File: config.mk
export PLATFORM = sky130hd
export DESIGN_NAME = timed_rgb_color_sequencer
export DESIGN_NICKNAME = d
export VERILOG_FILES = /design/src/hdl/tcs_pkg.sv /design/src/hdl/tcs_ram.sv /design/src/hdl/tcs_queue.sv /design/src/hdl/timed_rgb_color_sequencer.sv
export SDC_FILE = /design/constraint.sdc
export NUM_CORES = 1
export LEC_CHECK = 0
export BUFFER_PORTS_ARGS = -buffer_cell sky130_fd_sc_hd__buf_2
export CAP_MARGIN = 20
export CELL_PAD_IN_SITES_DETAIL_PLACEMENT = 1
export CELL_PAD_IN_SITES_GLOBAL_PLACEMENT = 1
export CORE_UTILIZATION = 24
export CTS_BUF_LIST = sky130_fd_sc_hd__clkbuf_4 sky130_fd_sc_hd__clkbuf_8
export CTS_CLUSTER_SIZE = 10
export DETAILED_ROUTE_END_ITERATION = 7
export HOLD_SLACK_MARGIN = 0.12
export PLACE_DENSITY_LB_ADDON = 0.15
export SLEW_MARGIN = 20
export SYNTH_ARGS = -nofsm -noshare
export SYNTH_HDL_FRONTEND = slang
export SYNTH_SLANG_ARGS = --single-unit
File: constraint.sdc
create_clock -name clock -period 11.79 [get_ports clock]
set_input_delay 0 -clock clock [delete_from_list [all_inputs] [get_ports clock]]
set_output_delay 0 -clock clock [all_outputs]
set_load 0.03 [all_outputs]
File: src/hdl/tcs_pkg.sv
// Package for the timed RGB color sequencer.
// Holds the step record, request codes, play state and the queue control structs.
// No dependencies.
package tcs_pkg;

   // One queued color step: three duty values and a hold time in ticks.
   typedef struct packed {
      logic [7:0] red;
      logic [7:0] green;
      logic [7:0] blue;
      logic [7:0] hold;
   } step_type;

   localparam int STEP_W = $bits(step_type);

   // Request kinds carried on req_type.
   localparam logic REQ_ADD  = 1'b0;
   localparam logic REQ_TICK = 1'b1;

   typedef enum logic {
      PLAY_IDLE   = 1'b0,
      PLAY_ACTIVE = 1'b1
   } play_state_type;

   // Commands from the player to the queue.
   typedef struct packed {
      logic push;
      logic pop;
   } queue_ctl_type;

   // Queue status seen by the player.
   typedef struct packed {
      logic tail_free;
      logic head_full;
   } queue_status_type;

endpackage

File: src/hdl/tcs_ram.sv
// Generic single-write, single-read RAM with a registered read port.
// Used for the step store of the color sequencer; no package dependency.
module tcs_ram #(
   parameter int WIDTH = 32,
   parameter int DEPTH = 8
) (
   input  logic                     clock,
   input  logic                     wr_en,
   input  logic [$clog2(DEPTH)-1:0] wr_addr,
   input  logic [WIDTH-1:0]         wr_data,
   input  logic [$clog2(DEPTH)-1:0] rd_addr,
   output logic [WIDTH-1:0]         rd_data
);

   logic [WIDTH-1:0] mem_ff [DEPTH];
   logic [WIDTH-1:0] rd_data_ff;

   always_ff @(posedge clock) begin
      if (wr_en) begin
         mem_ff[wr_addr] <= wr_data;
      end
      rd_data_ff <= mem_ff[rd_addr];
   end

   assign rd_data = rd_data_ff;

endmodule

File: src/hdl/tcs_queue.sv
// Ring queue of color steps: slot flags, head and tail indices, step RAM.
// Depends on tcs_pkg and tcs_ram.
module tcs_queue
   import tcs_pkg::*;
#(
   parameter int QUEUE_DEPTH = 8
) (
   input  logic             clock,
   input  logic             reset,
   input  queue_ctl_type    ctl,
   input  step_type         push_step,
   output queue_status_type status,
   output step_type         head_step
);

   localparam int IDX_W = $clog2(QUEUE_DEPTH);
   localparam logic [IDX_W-1:0] LAST_IDX = IDX_W'(QUEUE_DEPTH - 1);

   logic [QUEUE_DEPTH-1:0] slot_full_ff, slot_full_in;
   logic [IDX_W-1:0]       head_ff, head_in;
   logic [IDX_W-1:0]       tail_ff, tail_in;
   logic                   fwd_valid_ff, fwd_valid_in;
   step_type               fwd_step_ff;
   logic [STEP_W-1:0]      ram_rd_data;

   always_comb begin
      slot_full_in = slot_full_ff;
      head_in      = head_ff;
      tail_in      = tail_ff;
      if (ctl.push) begin
         slot_full_in[tail_ff] = 1'b1;
         tail_in = (tail_ff == LAST_IDX) ? '0 : tail_ff + 1'b1;
      end
      if (ctl.pop) begin
         slot_full_in[head_ff] = 1'b0;
         head_in = (head_ff == LAST_IDX) ? '0 : head_ff + 1'b1;
      end
   end

   // The RAM reads old data on a same-address write, so a step written
   // into the slot that becomes the head is forwarded from a side register.
   assign fwd_valid_in = ctl.push && (tail_ff == head_in);

   always_ff @(posedge clock) begin
      if (reset) begin
         slot_full_ff <= '0;
         head_ff      <= '0;
         tail_ff      <= '0;
         fwd_valid_ff <= 1'b0;
      end else begin
         slot_full_ff <= slot_full_in;
         head_ff      <= head_in;
         tail_ff      <= tail_in;
         fwd_valid_ff <= fwd_valid_in;
      end
      fwd_step_ff <= push_step;
   end

   tcs_ram #(
      .WIDTH(STEP_W),
      .DEPTH(QUEUE_DEPTH)
   ) u_step_ram (
      .clock  (clock),
      .wr_en  (ctl.push),
      .wr_addr(tail_ff),
      .wr_data(push_step),
      .rd_addr(head_in),
      .rd_data(ram_rd_data)
   );

   assign head_step        = fwd_valid_ff ? fwd_step_ff : step_type'(ram_rd_data);
   assign status.tail_free = !slot_full_ff[tail_ff];
   assign status.head_full = slot_full_ff[head_ff];

endmodule

File: src/hdl/timed_rgb_color_sequencer.sv
// Timed RGB color sequencer: top level with play control and result register.
// The result strobe is registered at the accepting edge, so it is high in the cycle after the request was offered.
// Throughput: one transaction every cycle, as the queue is updated at every accepting edge.
// Synchronous active-high reset empties the queue, returns to idle, drives zero
// and clears enable; busy is high only while reset is asserted.
// Depends on tcs_pkg and tcs_queue. The receiver cannot stall the result strobe.
module timed_rgb_color_sequencer
   import tcs_pkg::*;
#(
   parameter int QUEUE_DEPTH = 8
) (
   input  logic       clock,
   input  logic       reset,
   // Input transaction channel.
   input  logic       start,
   output logic       busy,
   input  logic       req_type,
   input  logic [7:0] req_red_duty,
   input  logic [7:0] req_green_duty,
   input  logic [7:0] req_blue_duty,
   input  logic [7:0] req_hold_ticks,
   // Result channel, one strobe per accepted transaction.
   output logic       rsp_strobe,
   output logic       rsp_accepted,
   output logic [7:0] rsp_red_out,
   output logic [7:0] rsp_green_out,
   output logic [7:0] rsp_blue_out,
   output logic       rsp_playing,
   // Enable register write port.
   input  logic       csr_wr_en,
   input  logic       csr_wr_data
);

   play_state_type   state_ff, state_in;
   logic [7:0]       hold_ff, hold_in;
   logic [23:0]      drive_ff, drive_in;
   logic             enable_ff;
   logic             strobe_ff;
   logic             accepted_ff, accepted_in;
   logic             take;
   logic             is_add;
   logic             is_tick;
   queue_ctl_type    qctl;
   queue_status_type qstat;
   step_type         head_step;
   step_type         push_step;

   // A transaction is taken whenever start is high outside reset.
   assign busy    = reset;
   assign take    = start && !busy;
   assign is_add  = take && (req_type == REQ_ADD);
   // Ticks only count while the enable register is set.
   assign is_tick = take && (req_type == REQ_TICK) && enable_ff;

   assign push_step.red   = req_red_duty;
   assign push_step.green = req_green_duty;
   assign push_step.blue  = req_blue_duty;
   assign push_step.hold  = req_hold_ticks;

   // An add succeeds only when the write slot is free.
   assign accepted_in = qctl.push;

   // Play control. The running step's remaining hold time lives in hold_ff,
   // loaded from the head slot when the step starts, so the store is never
   // written back. When the count is exhausted a further tick frees the slot.
   always_comb begin
      state_in  = state_ff;
      hold_in   = hold_ff;
      drive_in  = drive_ff;
      qctl.push = is_add && qstat.tail_free;
      qctl.pop  = 1'b0;
      unique case (state_ff)
         PLAY_IDLE: begin
            if (is_tick) begin
               if (qstat.head_full) begin
                  drive_in = {head_step.red, head_step.green, head_step.blue};
                  hold_in  = (head_step.hold == 8'd0) ? 8'd0 : head_step.hold - 8'd1;
                  state_in = PLAY_ACTIVE;
               end else begin
                  drive_in = '0;
               end
            end
         end
         PLAY_ACTIVE: begin
            if (is_tick) begin
               if (hold_ff != 8'd0) begin
                  hold_in = hold_ff - 8'd1;
               end else begin
                  // The last color stays driven until the next tick.
                  qctl.pop = 1'b1;
                  state_in = PLAY_IDLE;
               end
            end
         end
         default: begin
            state_in = PLAY_IDLE;
         end
      endcase
   end

   always_ff @(posedge clock) begin
      if (reset) begin
         state_ff    <= PLAY_IDLE;
         drive_ff    <= '0;
         enable_ff   <= 1'b0;
         strobe_ff   <= 1'b0;
         accepted_ff <= 1'b0;
      end else begin
         state_ff    <= state_in;
         drive_ff    <= drive_in;
         strobe_ff   <= take;
         accepted_ff <= accepted_in;
         if (csr_wr_en) begin
            enable_ff <= csr_wr_data;
         end
      end
      hold_ff <= hold_in;
   end

   tcs_queue #(
      .QUEUE_DEPTH(QUEUE_DEPTH)
   ) u_queue (
      .clock    (clock),
      .reset    (reset),
      .ctl      (qctl),
      .push_step(push_step),
      .status   (qstat),
      .head_step(head_step)
   );

   // The result reflects state after the transaction, registered at the
   // accepting edge and valid for the single strobe cycle that follows.
   assign rsp_strobe    = strobe_ff;
   assign rsp_accepted  = accepted_ff;
   assign rsp_red_out   = drive_ff[23:16];
   assign rsp_green_out = drive_ff[15:8];
   assign rsp_blue_out  = drive_ff[7:0];
   assign rsp_playing   = (state_ff == PLAY_ACTIVE);

endmodule

==> impl_metrics.py, run 1 <==
metrics = {
    "placed_design": {
        "dp_cells": 1670,
        "routabilityCongestion": 0.671,
        "port_buffers": 65,
        "placed_area_um2": 15100,
        "hpwl_mm": 19.7,
        "place_ws_ps": 7880,
    },
    "cells_and_area": {
        "stdcell_area_um2": 17100,
        "syn2layout_area_growth_pct": 23.2,
        "fin_util_pct": 30.1,
        "drive_gt1_share_pct": 24.4,
        "most-common-layout-cells": "264 x edfxtp_1, 106 x dfxtp_1, 82 x clkbuf_8",
        "stdcell_count": 1849,
        "final_common_cell": "edfxtp_1",
        "nets": 1087,
    },
    "timing": {
        "setup_tns_ps": 0,
        "rsz0062_at_grt": "false",
        "relSlewSlack_pct": 30.3,
        "period_share_pct": 32.4,
        "fmax_mhz": 262,
        "worstMarginPinSlew_ps": 1050,
        "finalSetupViolations": 0,
        "min_period_ps": 3820,
        "fin_ws_ps": 7970,
        "whs_ps": 157,
        "hold_viol": 0,
        "maxSlewViolCount": 0,
        "finClkSkew_ps": 37.5,
    },
    "floorplanning": {
        "core_area_um2": 56800,
        "dieArea_um2": 58800,
        "die_w_um": 243,
        "num_io_pins": 66,
        "fp.dieH_um": 243,
        "start_util_pct": 24.4,
        "rows": 87,
    },
    "critical_path": {
        "cp_cell_sequence": "mux2_2, a22oi_1, nor2_1, a211o_1, inv_1, nand2_1, nor3_2, buf_4",
        "critPathBufInv": 2,
        "rr_startpoint": "u_queue.tail_ff[2]",
        "crit_type": "reg -> reg",
        "crit_required_ps": 12030,
        "critPathCaptureType": "flip-flop",
        "r2r_cells": 8,
        "path_max_fanout": 24,
        "critical_path.slowest_cell": "dfxtp_1",
        "max_stage_delay_ps": 740,
        "cp_top_family": "simple AND/OR/NAND/NOR gates",
        "critPathLaunchType": "flip-flop",
        "r2r-end": "u_queue.u_step_ram.mem_ff[0][18]",
        "rrSetupSlack_ps": 7970,
        "worst_ep_arrival_time_ps": 4060,
    },
    "synthesis": {
        "ys_async_sr_fraction_pct": 0,
        "ys_seq_area_share_pct": 72.5,
        "synth-seq-cells": 371,
        "synth_area_um2": 13900,
        "synth.distinct_cells": 45,
        "yosysTopAreaCellShare_pct": 57.1,
        "avgSynthCellArea_um2": 15.8,
        "syn_inst": 880,
        "netlist_top_cells_area": "edfxtp_1 57%, dfxtp_1 15%, mux2i_1 5.3%",
        "syn_nets": 925,
        "synth_area_leader_cell": "edfxtp_1",
        "synth_edf_count": 264,
        "ys.flop_type": "edfxtp_1",
        "synth-warning-count": 0,
    },
    "global_routing": {
        "grt_use_met2_pct": 19.9,
        "grt_max_degree": 82,
        "overflow": 0,
        "grt_pass1_vias": 8634,
        "use_met3_pct": 3.01,
        "grt_pass1_wl_mm": 56.0,
        "grt_util_met1_pct": 17.5,
        "grt.total_usage_pct": 12.8,
        "antenna_found_initial": 1,
        "busiest_layer": "met2",
    },
    "power_and_ir_drop": {
        "vdd.ir_drop.worst_uv": 72.6,
        "p_switching_uw": 588,
        "clkPwrFrac_pct": 45.6,
        "p_int_mw": 2.15,
        "power_frac_seq_pct": 51.6,
        "total_power_mw": 2.74,
        "comb_power_share_pct": 2.7,
        "switching_share_pct": 21.5,
        "powerDensity_nw_per_um2": 160,
        "p_leak_nw": 5.66,
    },
    "detailed_routing": {
        "wl_mm": 37.2,
        "ant_nets": 0,
        "drtPass1Iterations": 4,
        "drc_errors": 0,
        "avgRoutedWirePerCell_um": 20.1,
        "drt_iter0_drc": 408,
        "vias": 8060,
        "viasPerCell": 4.36,
    },
    "min_path": {
        "min_from": "req_hold_ticks[0]",
        "holdPathEnd": "u_queue.fwd_step_ff[0]",
        "worstHoldPathCells": 2,
        "hp-class": "in -> reg",
    },
    "clocking": {
        "numCtsBuffers": 68,
        "clock_sinks": 371,
        "clockRootBuffer": "clkbuf_8",
        "clk_pin_slew_ps": 50,
        "cts_tree": "done",
        "insertion_delay_ps": 630,
        "htree_levels": 3,
        "cts_buffer_depth": 3,
    },
    "run": {
        "cap_violations": 0,
    },
    "status": {
        "status": "complete, no violations",
    },
}
Yosys cell counts, drive strengths merged (3+ instances only):
library cell / count
o22ai: 39
nor2b: 5
dfxtp: 107
nor2: 24
clkbuf: 31
ha: 7
inv: 9
mux2: 92
buf: 18
a211oi: 9
a21oi: 39
nand2: 46
and3: 6
edfxtp: 264
mux2i: 73
xnor2: 10
a221oi: 33
nand3: 26
a31oi: 3
nor3: 5
nor4: 6
xor2: 3
nand2b: 3
registers in the layout, indices dropped and copies added, names as in the netlist:
signal                      count
rsp_strobe                      1
u_queue.fwd_valid_ff            1
hold_ff                         8
u_queue.fwd_step_ff            32
enable_ff                       1
drive_ff                       24
u_queue.slot_full_ff            8
u_queue.u_step_ram.rd_data     32
rsp_accepted                    1
u_queue.head_ff                 3
u_queue.u_step_ram.mem_ff     256
u_queue.tail_ff                 3
rsp_playing                     1
final cells by class:
type,count,area (µm²)
sequential,371,10100
clock buffer,108,1320
clock inverter,12,67.6
timing repair buffer,141,1040
multi-input combinational,451,3620
antenna,1,2.50
fill,6012,39700
tap,756,946
inverter,9,33.8
power groups by stage:
stage / Clock (mW) / Sequential [mW] / Combinational [mW]
6_report: 1.25 / 1.42 / 0.0754
5_1_grt: 1.36 / 1.42 / 0.0834
4_1_cts: 1.31 / 1.42 / 0.0777
3_5_place_dp: 0 / 1.44 / 0.0615
3_3_place_gp: 0 / 1.44 / 0.0607
2_1_floorplan: 0 / 1.44 / 0.0282
routing by layer:
layer,routed length [µm],share of wire [%],vias up
met5,8,0.021,-
met4,757,2.0,2
met3,1330,3.6,63
met2,17000,46,137
met1,18200,49,4125
li1,-,-,3733
how the worst max path moves through the flow:
stage,startpoint,endpoint,slack (ps),cells after the start
after detailed placement,u_queue.tail_ff[2],u_queue.u_step_ram.mem_ff[0][31],7880,8
after global placement,u_queue.tail_ff[2],u_queue.u_step_ram.mem_ff[0][31],7970,8
final,u_queue.tail_ff[2],u_queue.u_step_ram.mem_ff[0][18],7970,8
after CTS,u_queue.tail_ff[2],u_queue.u_step_ram.mem_ff[0][18],7880,8
after floorplan,u_queue.tail_ff[2],u_queue.u_step_ram.mem_ff[1][0],7420,8
after global routing,u_queue.tail_ff[2],u_queue.u_step_ram.mem_ff[0][18],7650,8
timing repair:
action                     CTS  global route
hold buffers                58             0
setup buffers                0             0
hold endpoints to repair   335             0
resized for setup            0             0
setup endpoints to repair    0             0
kinds of logic after synthesis:
| logic type | after synthesis | share of synthesized area [%] |
|---|---|---|
| simple gates | 136 | 4.81 |
| buf+inv | 58 | 2.03 |
| mux | 165 | 12.7 |
| xor+xnor | 13 | 0.820 |
| compound gates | 130 | 6.44 |
| flops | 371 | 72.5 |
| fa+ha+maj | 7 | 0.631 |
No activity file was read; power rests on OpenSTA's default activity.
==> run 2: changes to the inputs <==
==> constraint.sdc (replaced) <==
create_clock -name clock -period 3.9 [get_ports clock]
set_input_delay 0 -clock clock [delete_from_list [all_inputs] [get_ports clock]]
set_output_delay 0 -clock clock [all_outputs]
set_load 0.03 [all_outputs]
==> impl_metrics.py, run 2 (same netlist as run 1, synthesis figures left out) <==
metrics = {
    "detailed_routing": {
        "drc_errors": 0,
        "avgRoutedWirePerCell_um": 19.9,
        "vias": 8189,
        "drt_iter0_drc": 398,
        "ant_nets": 0,
        "viasPerCell": 4.35,
        "wl_mm": 37.4,
        "drtPass1Iterations": 4,
    },
    "floorplanning": {
        "die_w_um": 243,
        "start_util_pct": 24.4,
        "core_area_um2": 56800,
        "num_io_pins": 66,
        "dieArea_um2": 58800,
        "rows": 87,
        "fp.dieH_um": 243,
    },
    "clocking": {
        "htree_levels": 3,
        "clockRootBuffer": "clkbuf_8",
        "cts_buffer_depth": 3,
        "cts_tree": "done",
        "postCtsResizedCells": 0,
        "clk_pin_slew_ps": 60,
        "numCtsBuffers": 71,
        "clock_sinks": 371,
        "insertion_delay_ps": 630,
    },
    "global_routing": {
        "grt.total_usage_pct": 12.9,
        "grt_pass1_vias": 8788,
        "antenna_found_initial": 2,
        "overflow": 0,
        "grt_pass1_wl_mm": 56.4,
        "grt_max_degree": 50,
    },
    "cells_and_area": {
        "fin_util_pct": 30.7,
        "nets": 1115,
        "multi_input_area_um2": 3640,
        "stdcell_count": 1883,
        "most-common-layout-cells": "264 x edfxtp_1, 106 x dfxtp_1, 74 x clkbuf_8",
        "fillerInstances": 6028,
        "final_common_cell": "edfxtp_1",
        "top_register": "u_queue.u_step_ram.mem_ff",
        "final-seq-area_um2": 10100,
        "syn2layout_area_growth_pct": 25.5,
        "drive_gt1_share_pct": 26.1,
        "largest_reg_flops": 256,
    },
    "critical_path": {
        "r2r-end": "u_queue.u_step_ram.rd_data[23]",
        "crit_type": "reg -> reg",
        "worst_ep_arrival_time_ps": 3600,
        "critPathLaunchType": "flip-flop",
        "critPathCaptureType": "flip-flop",
        "crit_required_ps": 4370,
        "r2r_cells": 9,
        "rrSetupSlack_ps": 760,
        "path_max_fanout": 49,
        "rr_startpoint": "hold_ff[0]",
    },
    "placed_design": {
        "hpwl_mm": 21.1,
        "place_ws_ps": 751,
        "dp_cells": 1690,
        "routabilityCongestion": 0.695,
        "port_buffers": 65,
    },
    "power_and_ir_drop": {
        "total_power_mw": 8.33,
        "powerDensity_nw_per_um2": 478,
        "vdd.ir_drop.worst_uv": 170,
        "p_leak_nw": 5.80,
    },
    "timing": {
        "period_share_pct": 80.4,
        "relSlewSlack_pct": 39.5,
        "finalSetupViolations": 0,
        "hold_viol": 0,
        "worstMarginPinSlew_ps": 906,
        "fmax_mhz": 319,
        "maxSlewViolCount": 0,
        "min_period_ps": 3140,
        "finClkSkew_ps": 37.7,
        "setup_tns_ps": 0,
        "fin_ws_ps": 764,
        "rsz0062_at_grt": "false",
    },
    "min_path": {
        "min_from": "req_blue_duty[7]",
        "hp-class": "in -> reg",
        "worstHoldPathCells": 2,
        "holdPathEnd": "u_queue.fwd_step_ff[15]",
    },
    "status": {
        "status": "complete, no violations",
    },
    "run": {
        "cap_violations": 0,
    },
}
[run 2: how the worst max path moves through the flow]
| stage | slack (ps) | endpoint | startpoint | depth (start not counted) |
|---|---|---|---|---|
| floorplan | 390 | u_queue.u_step_ram.mem_ff[7][0] | u_queue.tail_ff[2] | 8 |
| global placement | 810 | u_queue.u_step_ram.rd_data[23] | hold_ff[0] | 9 |
| detailed placement | 750 | u_queue.u_step_ram.rd_data[23] | hold_ff[0] | 9 |
| CTS | 710 | u_queue.u_step_ram.rd_data[23] | hold_ff[0] | 9 |
| global route | 530 | u_queue.u_step_ram.rd_data[23] | hold_ff[0] | 9 |
| finish | 760 | u_queue.u_step_ram.rd_data[23] | hold_ff[0] | 9 |
[run 2: worst max-delay path, cell delays in order (launching register included)]
cell,delay (ps)
edfxtp_1,420
inv_1,80
ha_1,210
or3b_2,510
o41ai_4,500
nand2_8,320
buf_12,330
mux2_1,340
o22ai_1,170
a221oi_1,70
[run 2: power breakdown]
| part | switching, mW | internal (mW) | leakage [nW] |
|---|---|---|---|
| Combinational | 0.131 | 0.104 | 1.78 |
| Clock | 1.63 | 2.18 | 0.752 |
| Sequential | 0.0164 | 4.26 | 3.27 |
| Total | 1.78 | 6.55 | 5.80 |
[run 2: metal layers]
layer / vias up / routed length [µm] / track usage (%)
met2: 150 / 17000 / 19.9
li1: 3801 / - / -
met4: 2 / 799 / 5.21
met5: - / 13 / 0
met1: 4180 / 18300 / 17.7
met3: 56 / 1350 / 2.65
[run 2: final cells by class]
cell class	instances	area share [%]
Clock inverter	17	0.639
Inverter	9	0.194
Clock buffer	112	7.48
Timing Repair Buffer	166	7.56
Tap cell	756	5.43
Multi-Input combinational cell	451	20.9
Antenna cell	1	0.0144
Sequential cell	371	57.8
[run 2: repair_timing]
action | in CTS | in global routing
setup buffers | 0 | 0
hold buffers | 63 | 0
hold endpoints to repair | 331 | 0
[run 2: stage by stage]
stage,hold WS [ps],area [µm²]
global route,152,17400
CTS,121,17400
floorplan,27.7,13900
global placement,214,15400
finish,167,17400
detailed placement,214,15400
